File: config.mk
export PLATFORM = sky130hd
export DESIGN_NAME = scc_controller
export DESIGN_NICKNAME = d
export VERILOG_FILES = /design/src/hw/rtl/scc_pkg.sv /design/src/hw/rtl/scc_controller.sv
export SDC_FILE = /design/constraint.sdc
export NUM_CORES = 1
export LEC_CHECK = 0
export BUFFER_PORTS_ARGS = -buffer_cell sky130_fd_sc_hd__buf_2
export CORE_AREA = 8 8 45 47
export DETAILED_ROUTE_END_ITERATION = 16
export DIE_AREA = 0 0 53 55
export SYNTH_ARGS = -nofsm -noshare
export SYNTH_HDL_FRONTEND = slang
export SYNTH_SLANG_ARGS = --single-unit
File: constraint.sdc
create_clock -name clk_i -period 2.9 [get_ports clk_i]
set_input_delay 0.435 -clock clk_i [delete_from_list [all_inputs] [get_ports clk_i]]
set_output_delay 0.435 -clock clk_i [all_outputs]
set_load 0.01 [all_outputs]
File: src/hw/rtl/scc_pkg.sv
// ----------------------------------------------------------------------------
// scc_pkg
// Shared types and constants of the second-chance key cache: request codes,
// controller states and the command/status bundles between the controller
// and the datapath.
// ----------------------------------------------------------------------------
package scc_pkg;

  localparam int unsigned DEF_CAPACITY = 64;

  // Field widths of the request and result items and of the capacity register
  localparam int unsigned KEY_W = 32;
  localparam int unsigned VAL_W = 32;
  localparam int unsigned TAB_W = 7;
  localparam int unsigned ROW_W = 26;
  localparam int unsigned CAP_W = 7;

  // Divide by 100 as multiply by ceil(2^37 / 100), then shift right by 37
  localparam int unsigned       MAGIC_W      = 31;
  localparam logic [MAGIC_W-1:0] DIV100_MAGIC = 31'd1374389535;
  localparam int unsigned       DIV100_SHIFT = 37;
  localparam int unsigned       PROD_W       = VAL_W + MAGIC_W;

  typedef enum logic [1:0] {
    REQ_INSERT = 2'd0,
    REQ_LOOKUP = 2'd1,
    REQ_TOUCH  = 2'd2,
    REQ_NONE   = 2'd3
  } req_type_e;

  typedef enum logic [3:0] {
    ST_IDLE,
    ST_SCAN,
    ST_WR_HIT,
    ST_WR_REF,
    ST_DIV,
    ST_EV_RD,
    ST_EV_CHK,
    ST_PUSH,
    ST_FINISH
  } ctrl_state_e;

  typedef struct packed {
    logic capture;   // latch the incoming item, restart the scan
    logic scan;      // issue the next ring read and compare the last one
    logic wr_hit;    // overwrite the matched entry, clear its flag
    logic wr_ref;    // set the referenced flag of the matched entry
    logic recycle;   // move the flagged head entry to the back, flag cleared
    logic pop;       // drop the head entry (eviction)
    logic push;      // append the new entry at the back
    logic div_mul;   // start value / 100
    logic finish;    // load the result register
  } cmd_t;

  typedef struct packed {
    req_type_e req;
    logic      hit_now;
    logic      scan_end;
    logic      full;
    logic      head_ref;
    logic      out_free;
  } status_t;

endpackage

File: src/hw/rtl/scc_controller.sv
// ----------------------------------------------------------------------------
// scc_controller
// Sequences one item: key scan, in-place update, eviction walk, append,
// value split and result hand-off.
// ----------------------------------------------------------------------------
module scc_controller (
  input  logic             clk_i,
  input  logic             rst_ni,
  input  logic             in_valid_i,
  output logic             in_ready_o,
  input  logic             eviction_mode_i,
  input  scc_pkg::status_t status_i,
  output scc_pkg::cmd_t    cmd_o
);
  import scc_pkg::*;

  ctrl_state_e state_q, state_d;

  always_ff @(posedge clk_i or negedge rst_ni) begin
    if (!rst_ni) begin
      state_q <= ST_IDLE;
    end else begin
      state_q <= state_d;
    end
  end

  always_comb begin
    state_d    = state_q;
    cmd_o      = '0;
    in_ready_o = 1'b0;
    unique case (state_q)
      ST_IDLE: begin
        in_ready_o = 1'b1;
        if (in_valid_i) begin
          cmd_o.capture = 1'b1;
          state_d       = ST_SCAN;
        end
      end
      ST_SCAN: begin
        if (status_i.req == REQ_NONE) begin
          state_d = ST_FINISH;
        end else begin
          cmd_o.scan = 1'b1;
          if (status_i.hit_now) begin
            unique case (status_i.req)
              REQ_INSERT: state_d = ST_WR_HIT;
              REQ_LOOKUP: state_d = ST_DIV;
              REQ_TOUCH:  state_d = ST_WR_REF;
              default:    state_d = ST_FINISH;
            endcase
          end else if (status_i.scan_end) begin
            if (status_i.req != REQ_INSERT) begin
              state_d = ST_FINISH;
            end else if (!status_i.full) begin
              state_d = ST_PUSH;
            end else if (eviction_mode_i) begin
              state_d = ST_EV_RD;
            end else begin
              // plain FIFO: drop the oldest entry right away
              cmd_o.pop = 1'b1;
              state_d   = ST_PUSH;
            end
          end
        end
      end
      ST_WR_HIT: begin
        cmd_o.wr_hit = 1'b1;
        state_d      = ST_FINISH;
      end
      ST_WR_REF: begin
        cmd_o.wr_ref = 1'b1;
        state_d      = ST_FINISH;
      end
      ST_DIV: begin
        cmd_o.div_mul = 1'b1;
        state_d       = ST_FINISH;
      end
      ST_EV_RD: begin
        state_d = ST_EV_CHK;
      end
      ST_EV_CHK: begin
        if (status_i.head_ref) begin
          cmd_o.recycle = 1'b1;
          state_d       = ST_EV_RD;
        end else begin
          cmd_o.pop = 1'b1;
          state_d   = ST_PUSH;
        end
      end
      ST_PUSH: begin
        cmd_o.push = 1'b1;
        state_d    = ST_FINISH;
      end
      ST_FINISH: begin
        if (status_i.out_free) begin
          cmd_o.finish = 1'b1;
          state_d      = ST_IDLE;
        end
      end
      default: begin
        state_d = ST_IDLE;
      end
    endcase
  end

endmodule

==> out/qor.log, run 1 <==
[cells_and_area] post-route cell area 548 um^2
[run_status] outcome finished, final reports clean
[sta] worst setup margin 0.735 ns
[clock_tree] maximum level of the CTS H-tree 1
[grt] number of antenna violations at the first check in global routing 0
[synth] simple logic cell fraction of the synthesized area 34.5%
[cells_and_area] Cell Count, Final, Fillers Out 91
[grt] pin count of the biggest net entering global routing 11
[clock_tree] clock latency at the later pin of the worst-skew pair 0.23 ns
[grt] wire length of the first global-routing pass 1830 um
[power_and_ir_drop] total design power 395 uW
[placement] setup slack at placement 0.990 ns
[worst_setup_path] setup slack of the worst register-to-register path 1.23 ns
[synth] share of synthesized area occupied by flip-flops and latches 24.0%
[power_and_ir_drop] Leakage Power 0.256 nW
[sta] Final Hold Vio Count 0
[clock_tree] number of buffers created by CTS 3
[cells_and_area] largest reg by FF count state_q
[grt] GRT Resource Usage Total 8.26%
[sta] setup violators final 0
[min_path] count of cells along the worst hold path 2
[placement] detailed placement HPWL 878 um
[clock_tree] # clock sinks 4
[routing] DRC errors left 0
[synth] synthesized-area fraction occupied by xor and xnor cells 6.31%
[synth] adder and majority cell fraction of the synthesized area 2.40%
[sta] clock skew after layout 0.000837 ns
[sta] portion of the clock cycle consumed by the worst path in the final layout 74.7%
[min_path] type of the tightest min-delay check in2reg
[floorplan] effective utilization at floorplan 30.1%
[placement] count of buffers from port buffering 20
[floorplan] placeable core region 0.00138 mm^2
[sta] max_slew headroom 80.1%
[clock_tree] TritonCTS clock tree done
[clock_tree] CTS Root Cell sky130_fd_sc_hd__clkbuf_4
[power_and_ir_drop] power per cell area 720 mW/mm^2
[floorplan] placement row count 14
[worst_setup_path] Worst Setup Path Type reg2out
[worst_setup_path] type of destination of the critical path primary output
[worst_setup_path] crit-path max FO 8
[routing] number of detailed-route iterations in the first pass 4
[sta] Final Max Slew Viols 0
[cells_and_area] fill cell instance count of the final layout 154
[clock_tree] Gates resized, CTS repair 0
[sta] unrepaired setup endpoints after global routing false
[routing] drt wl/cell 11.6 um
[clock_tree] Setup Buffers After CTS 0
[floorplan] Die Outline Area 0.00292 mm^2
[cells_and_area] antenna fix cells 0
[routing] post-route ant nets 0
[floorplan] Die H 55 um
[worst_setup_path] logic depth of the worst register-to-register path 4
[synth] dominant combinational cell family by area after synthesis simple AND/OR/NAND/NOR gates
[synth] post-synthesis mux area share 0%
[synth] mean instance size in the synthesized netlist 7.72 um^2
[floorplan] Ports 21
[sta] Final Critical Period 2.16 ns
[sta] max frequency 0.462 GHz
[placement] number of placed cells counting well taps 87
[worst_setup_path] nature of the critical path startpoint flop
[routing] number of violations reported at the end of detailed-routing iteration 0 5
[synth] post-synthesis compound-gate area fraction 24.9%
[cells_and_area] share of layout cells above drive strength 1 36.0%
[synth] number of distinct library cells after synthesis 24
[worst_setup_path] required time at the endpoint of the critical path 2.47 ns
[cells_and_area] biggest regs state_q (4)
[cells_and_area] flip-flop count of the largest register after layout 4
[synth] synthesized instance count 54
[routing] Vias 464
[routing] Vias per Instance 5.10
[cells_and_area] area growth from synthesis to layout 31.5%
[sta] summed negative setup slack over all endpoints 0 ns
[synth] flop and latch count out of synthesis 4
[flow_run] max_cap viols 0
[worst_setup_path] arrival time at the worst endpoint 1.73 ns
[power_and_ir_drop] worst voltage drop across the vdd grid 0.225 mV
[placement] GP Congestion 0.758
[cells_and_area] Final nets 88
[placement] Placement Cell Area 515 um^2
[synth] total nets after synthesis 65
[cells_and_area] area of the multi-input gates 284 um^2
[grt] remaining global-route overflow 0
[grt] number of global-route vias before repair 431
[synth] Yosys warnings 0
[sta] slew at the pin closest to its max-slew limit 0.296 ns
[synth] synthesized area 417 um^2
[routing] total length of routed wires 1060 um
[cells_and_area] area occupied by registers 100 um^2
[floorplan] die extent in x 53 um
[clock_tree] Clock Pin Slew Worst Setup and Hold Paths 0.03 ns
[clock_tree] clock buffer depth 2
cells by family after synthesis:
family | after synthesis
AND/OR/NAND/NOR | 26
AO/OA/AOI/OAI | 14
buffers and inverters | 6
flip-flops | 4
XOR/XNOR | 3
adder cells (fa/ha/maj) | 1
where the power goes:
part / switching [mW] / total (mW) / internal [mW]
Clock: 0.0214 / 0.0676 / 0.0462
Sequential: 0.0368 / 0.111 / 0.0741
Combinational: 0.112 / 0.216 / 0.104
layout make-up:
class / instances / share of cell area [%]
multi-input combinational: 44 / 51.8
timing repair buffer: 21 / 20.1
sequential: 4 / 18.3
inverter: 3 / 2.05
tap: 16 / 3.65
clock buffer: 3 / 4.11
cells in the mapped netlist:
master,n,area [um^2]
sky130_fd_sc_hd__maj3_1,1,10.0
sky130_fd_sc_hd__nor4_1,2,12.5
sky130_fd_sc_hd__a311o_2,1,11.3
sky130_fd_sc_hd__nand2_1,4,15.0
sky130_fd_sc_hd__and3_1,1,6.26
sky130_fd_sc_hd__o21ai_0,3,15.0
sky130_fd_sc_hd__inv_1,3,11.3
sky130_fd_sc_hd__and2_1,2,12.5
sky130_fd_sc_hd__xnor2_1,2,17.5
sky130_fd_sc_hd__nand2b_1,4,25.0
sky130_fd_sc_hd__or4b_4,1,13.8
sky130_fd_sc_hd__dfrtp_1,4,100
sky130_fd_sc_hd__nor3_1,4,20.0
sky130_fd_sc_hd__o22ai_1,1,6.26
sky130_fd_sc_hd__or2b_2,1,8.76
sky130_fd_sc_hd__nor2_1,6,22.5
sky130_fd_sc_hd__xor2_1,1,8.76
sky130_fd_sc_hd__o31ai_1,1,7.51
sky130_fd_sc_hd__or2b_1,1,7.51
sky130_fd_sc_hd__buf_2,2,10.0
sky130_fd_sc_hd__a21oi_1,6,30.0
sky130_fd_sc_hd__buf_6,1,11.3
sky130_fd_sc_hd__a2111oi_4,1,27.5
sky130_fd_sc_hd__a31oi_1,1,6.26
timing repair:
item | CTS | global route
endpoints found under the hold margin | 4 | 0
hold buffers | 1 | 0
setup endpoints to repair | 0 | 0
routing by layer:
layer / global-route usage [%] / part of all wire (%) / vias up
met1: 11.0 / 48 / 206
li1: - / - / 236
met2: 11.7 / 42 / 20
met3: 1.87 / 9.3 / 2
met4: 5.17 / 0.76 / 0
met5: 0 / 0 / -
per-stage QoR:
step           util, %  hold WS (ns)
2_1_floorplan        -         0.139
3_3_place_gp      37.3         0.242
3_5_place_dp      37.3         0.241
4_1_cts           39.6         0.408
5_1_grt           39.6         0.411
6_report          39.6         0.416
critical path: stages, from the launching register on:
cell and delay [ns]:
sky130_fd_sc_hd__dfrtp_1 0.43, sky130_fd_sc_hd__or4b_4 0.60, sky130_fd_sc_hd__nor2_1 0.15, sky130_fd_sc_hd__nand2_1 0.07, sky130_fd_sc_hd__o31ai_1 0.07, sky130_fd_sc_hd__buf_2 0.17
layout by cell type, fill, tap and decap left out, types with 3 or more instances in the layout:
cell,instances
sky130_fd_sc_hd__clkbuf_4,3
sky130_fd_sc_hd__nand2_1,4
sky130_fd_sc_hd__inv_1,3
sky130_fd_sc_hd__nand2b_1,4
sky130_fd_sc_hd__a21oi_1,6
sky130_fd_sc_hd__dfrtp_1,4
sky130_fd_sc_hd__buf_2,20
sky130_fd_sc_hd__o21ai_0,3
sky130_fd_sc_hd__nor2_1,6
sky130_fd_sc_hd__nor3_1,4
path summary, 6_finish.rpt:
kind                             start    endpoint
min reg2reg                 state_q[3]  state_q[3]
max in group asynchronous       rst_ni  state_q[1]
max                         state_q[3]    cmd_o[3]
max reg2reg                 state_q[3]  state_q[3]
min in group asynchronous       rst_ni  state_q[2]
min                        status_i[0]  state_q[3]
Power figures use the tool's default switching activity.
==> inputs of run 2 (changes only) <==
==> constraint.sdc (replaced) <==
create_clock -name clk_i -period 2 [get_ports clk_i]
set_input_delay 0.3 -clock clk_i [delete_from_list [all_inputs] [get_ports clk_i]]
set_output_delay 0.3 -clock clk_i [all_outputs]
set_load 0.01 [all_outputs]
==> run 2 against run 1 <==
Hold slack got worse by 0.15 ns. Final cell count rose by 5.5%. Combinational power rose by 85%. Total power rose by 59%. Worst setup slack got worse by 0.64 ns. Clock power rose by 51%. First-iteration DRC count fell by 40%. Via count fell by 2.2%. Sequential share of layout area fell by 1.1 points. Critical path type unchanged. Critical endpoint unchanged.
==> out/qor.log, run 2 (synthesized netlist as in run 1, its figures left out) <==
[sta] Final Critical Period 1.91 ns
[sta] slew at the pin closest to its max-slew limit 0.300 ns [+0.00439 ns]
[cells_and_area] Cell Count, Final, Fillers Out 96 [+5.5%]
[cells_and_area] antenna fix cells 0 [unchanged]
[worst_setup_path] Worst Setup Path Type reg2out
[floorplan] placement row count 14 [unchanged]
[grt] pin count of the biggest net entering global routing 10 [-1]
[clock_tree] # clock sinks 4 [unchanged]
[cells_and_area] flip-flop count of the largest register after layout 4 [unchanged]
[routing] drt wl/cell 11.8 um [+1.6%]
[worst_setup_path] logic depth of the worst register-to-register path 4 [unchanged]
[flow_run] max_cap viols 0 [unchanged]
[worst_setup_path] worst path buffer plus inverter count 1 [unchanged]
[power_and_ir_drop] total design power 628 uW [+59%]
[sta] Final Hold Vio Count 0 [unchanged]
[routing] number of detailed-route iterations in the first pass 4 [unchanged]
[worst_setup_path] required time at the endpoint of the critical path 1.70 ns [-0.77 ns]
[grt] number of global-route vias before repair 460 [+6.7%]
[cells_and_area] share of layout cells above drive strength 1 42.5% [+6.5 points]
[clock_tree] Clock Pin Slew Worst Setup and Hold Paths 0.04 ns [about the same]
[cells_and_area] area occupied by registers 101 um^2 [+1.2%]
[clock_tree] number of buffers created by CTS 3 [unchanged]
[worst_setup_path] arrival time at the worst endpoint 1.61 ns [-0.12 ns]
[placement] GP Congestion 0.750 [-1.1%]
[worst_setup_path] family of cells with the greatest summed delay on the critical path simple AND/OR/NAND/NOR gates
[cells_and_area] biggest regs state_q (4)
[floorplan] placeable core region 0.00138 mm^2 [unchanged]
[placement] count of buffers from port buffering 20 [unchanged]
[clock_tree] clock latency at the later pin of the worst-skew pair 0.24 ns [about the same]
[cells_and_area] Final nets 93 [+5.7%]
[cells_and_area] largest reg by FF count state_q
[routing] post-route ant nets 0 [unchanged]
[worst_setup_path] sequence of cells on the critical path or4b_4, nor2_2, nand2_1, o31ai_1, buf_2
[cells_and_area] area growth from synthesis to layout 41.4%
[floorplan] Ports 21 [unchanged]
[worst_setup_path] reg-to-reg critical path endpoint state_q[3]
[floorplan] effective utilization at floorplan 30.1% [unchanged]
[power_and_ir_drop] worst voltage drop across the vdd grid 0.333 mV [+48%]
[grt] number of antenna violations at the first check in global routing 0 [unchanged]
[cells_and_area] leading cell types in the layout, fill and taps excluded sky130_fd_sc_hd__buf_2, sky130_fd_sc_hd__a21oi_1, sky130_fd_sc_hd__nor2_1, sky130_fd_sc_hd__buf_4
[routing] Vias 454 [-2.2%]
[min_path] Hold Startpoint status_i[0]
[power_and_ir_drop] Leakage Power 0.281 nW [+9.6%]
[floorplan] Die Outline Area 0.00292 mm^2 [unchanged]
[worst_setup_path] nature of the critical path startpoint flop
[cells_and_area] fill cell instance count of the final layout 156 [+1.3%]
[clock_tree] CTS Root Cell sky130_fd_sc_hd__clkbuf_4
[clock_tree] maximum level of the CTS H-tree 1 [unchanged]
[placement] detailed placement HPWL 908 um [+3.4%]
[sta] worst setup margin 0.0903 ns [-0.645 ns]
[grt] wire length of the first global-routing pass 1890 um [+3.4%]
[clock_tree] TritonCTS clock tree done
[worst_setup_path] source of the worst register-to-register timing path state_q[3]
[run_status] outcome finished, final reports clean
[grt] GRT Resource Usage Total 8.43% [+0.16 points]
[worst_setup_path] cell with the largest stage delay on the worst path sky130_fd_sc_hd__or4b_4
[power_and_ir_drop] power per cell area 1070 mW/mm^2 [+48%]
[min_path] count of cells along the worst hold path 2 [unchanged]
[sta] unrepaired setup endpoints after global routing false
[sta] setup violators final 0 [unchanged]
[routing] DRC errors left 0 [unchanged]
[min_path] end point of the most critical hold path state_q[3]
[clock_tree] clock buffer depth 2 [unchanged]
[routing] Vias per Instance 4.73 [-7.3%]
[grt] remaining global-route overflow 0 [unchanged]
[worst_setup_path] type of destination of the critical path primary output
[sta] portion of the clock cycle consumed by the worst path in the final layout 95.5%
[sta] clock skew after layout 0.0121 ns [+0.0113 ns]
[sta] max_slew headroom 79.8% [-0.29 points]
[floorplan] Die H 55 um [unchanged]
[sta] max frequency 0.524 GHz
[placement] number of placed cells counting well taps 90 [+3.4%]
[cells_and_area] most frequent standard cell in the layout excluding fill and tap cells sky130_fd_sc_hd__buf_2
[routing] number of violations reported at the end of detailed-routing iteration 0 3 [-2]
[min_path] type of the tightest min-delay check in2reg
[cells_and_area] area of the multi-input gates 287 um^2 [+0.88%]
[sta] Final Max Slew Viols 0 [unchanged]
[placement] setup slack at placement 0.212 ns [-0.777 ns]
[worst_setup_path] setup slack of the worst register-to-register path 0.44 ns [-0.79 ns]
[sta] summed negative setup slack over all endpoints 0 ns [unchanged]
[floorplan] die extent in x 53 um [unchanged]
[worst_setup_path] crit-path max FO 5 [-3]
[routing] total length of routed wires 1140 um [+7.2%]
[worst_setup_path] Worst path max stage delay 0.53 ns [-0.07 ns]
==> run 2: cell count changes in the layout (fill, tap and decap cells not counted), sizes merged <==
cell / delta
buf: +5
==> run 2: power breakdown <==
part | internal [mW] | switching [mW] | leakage, nW | total, mW
logic | 0.191 | 0.208 | 0.216 | 0.399
clock network | 0.0672 | 0.0347 | 0.0138 | 0.102
registers | 0.109 | 0.0187 | 0.0514 | 0.128
==> run 2: what timing repair did <==
item	4_1_cts	5_1_grt
setup endpoints to repair	1	1
hold endpoints to repair	4	0
pin swaps	1	0
buffers inserted	0	2
gates resized for setup	2	0
hold buffers	1	0
==> run 2: final cells by class <==
type	count	share of cell area, %
sequential	4	17.2
multi-input combinational	44	48.6
inverter	3	1.91
clock buffer	3	3.82
tap	16	3.40
timing repair buffer	26	25.1
==> run 2: how the worst max path moves through the flow <==
stage | from | endpoint | slack (ns) | cells after the start
2_1_floorplan | state_q[2] | cmd_o[3] | 0.39 | 5
3_3_place_gp | state_q[3] | cmd_o[3] | 0.24 | 5
3_5_place_dp | state_q[3] | cmd_o[3] | 0.21 | 5
4_1_cts | state_q[3] | cmd_o[3] | 0.05 | 5
5_1_grt | state_q[3] | cmd_o[3] | 0.03 | 5
6_report | state_q[3] | cmd_o[3] | 0.09 | 5
==> run 2: worst reg2reg max path, stage by stage (launching register included) <==
cell and delay, ns:
sky130_fd_sc_hd__dfrtp_2 0.42, sky130_fd_sc_hd__or4b_4 0.53, sky130_fd_sc_hd__a2111oi_4 0.22, sky130_fd_sc_hd__or2b_2 0.18
sky130_fd_sc_hd__o22ai_1 0.07
==> run 2: per-layer routing <==
layer	GRT usage [%]	part of all wire [%]
met5	0	0
met4	5.17	0
met3	3.48	11
met2	13.1	44
met1	9.47	45
==> run 2: per-stage QoR <==
step | util (%) | area (um^2) | hold slack, ns
final | 42.6 | 589 | 0.262
after global routing | 42.6 | 589 | 0.279
after CTS | 41.5 | 574 | 0.258
after detailed placement | 38.9 | 538 | 0.107
after global placement | 38.9 | 538 | 0.107
after floorplan | - | 417 | 0.00441
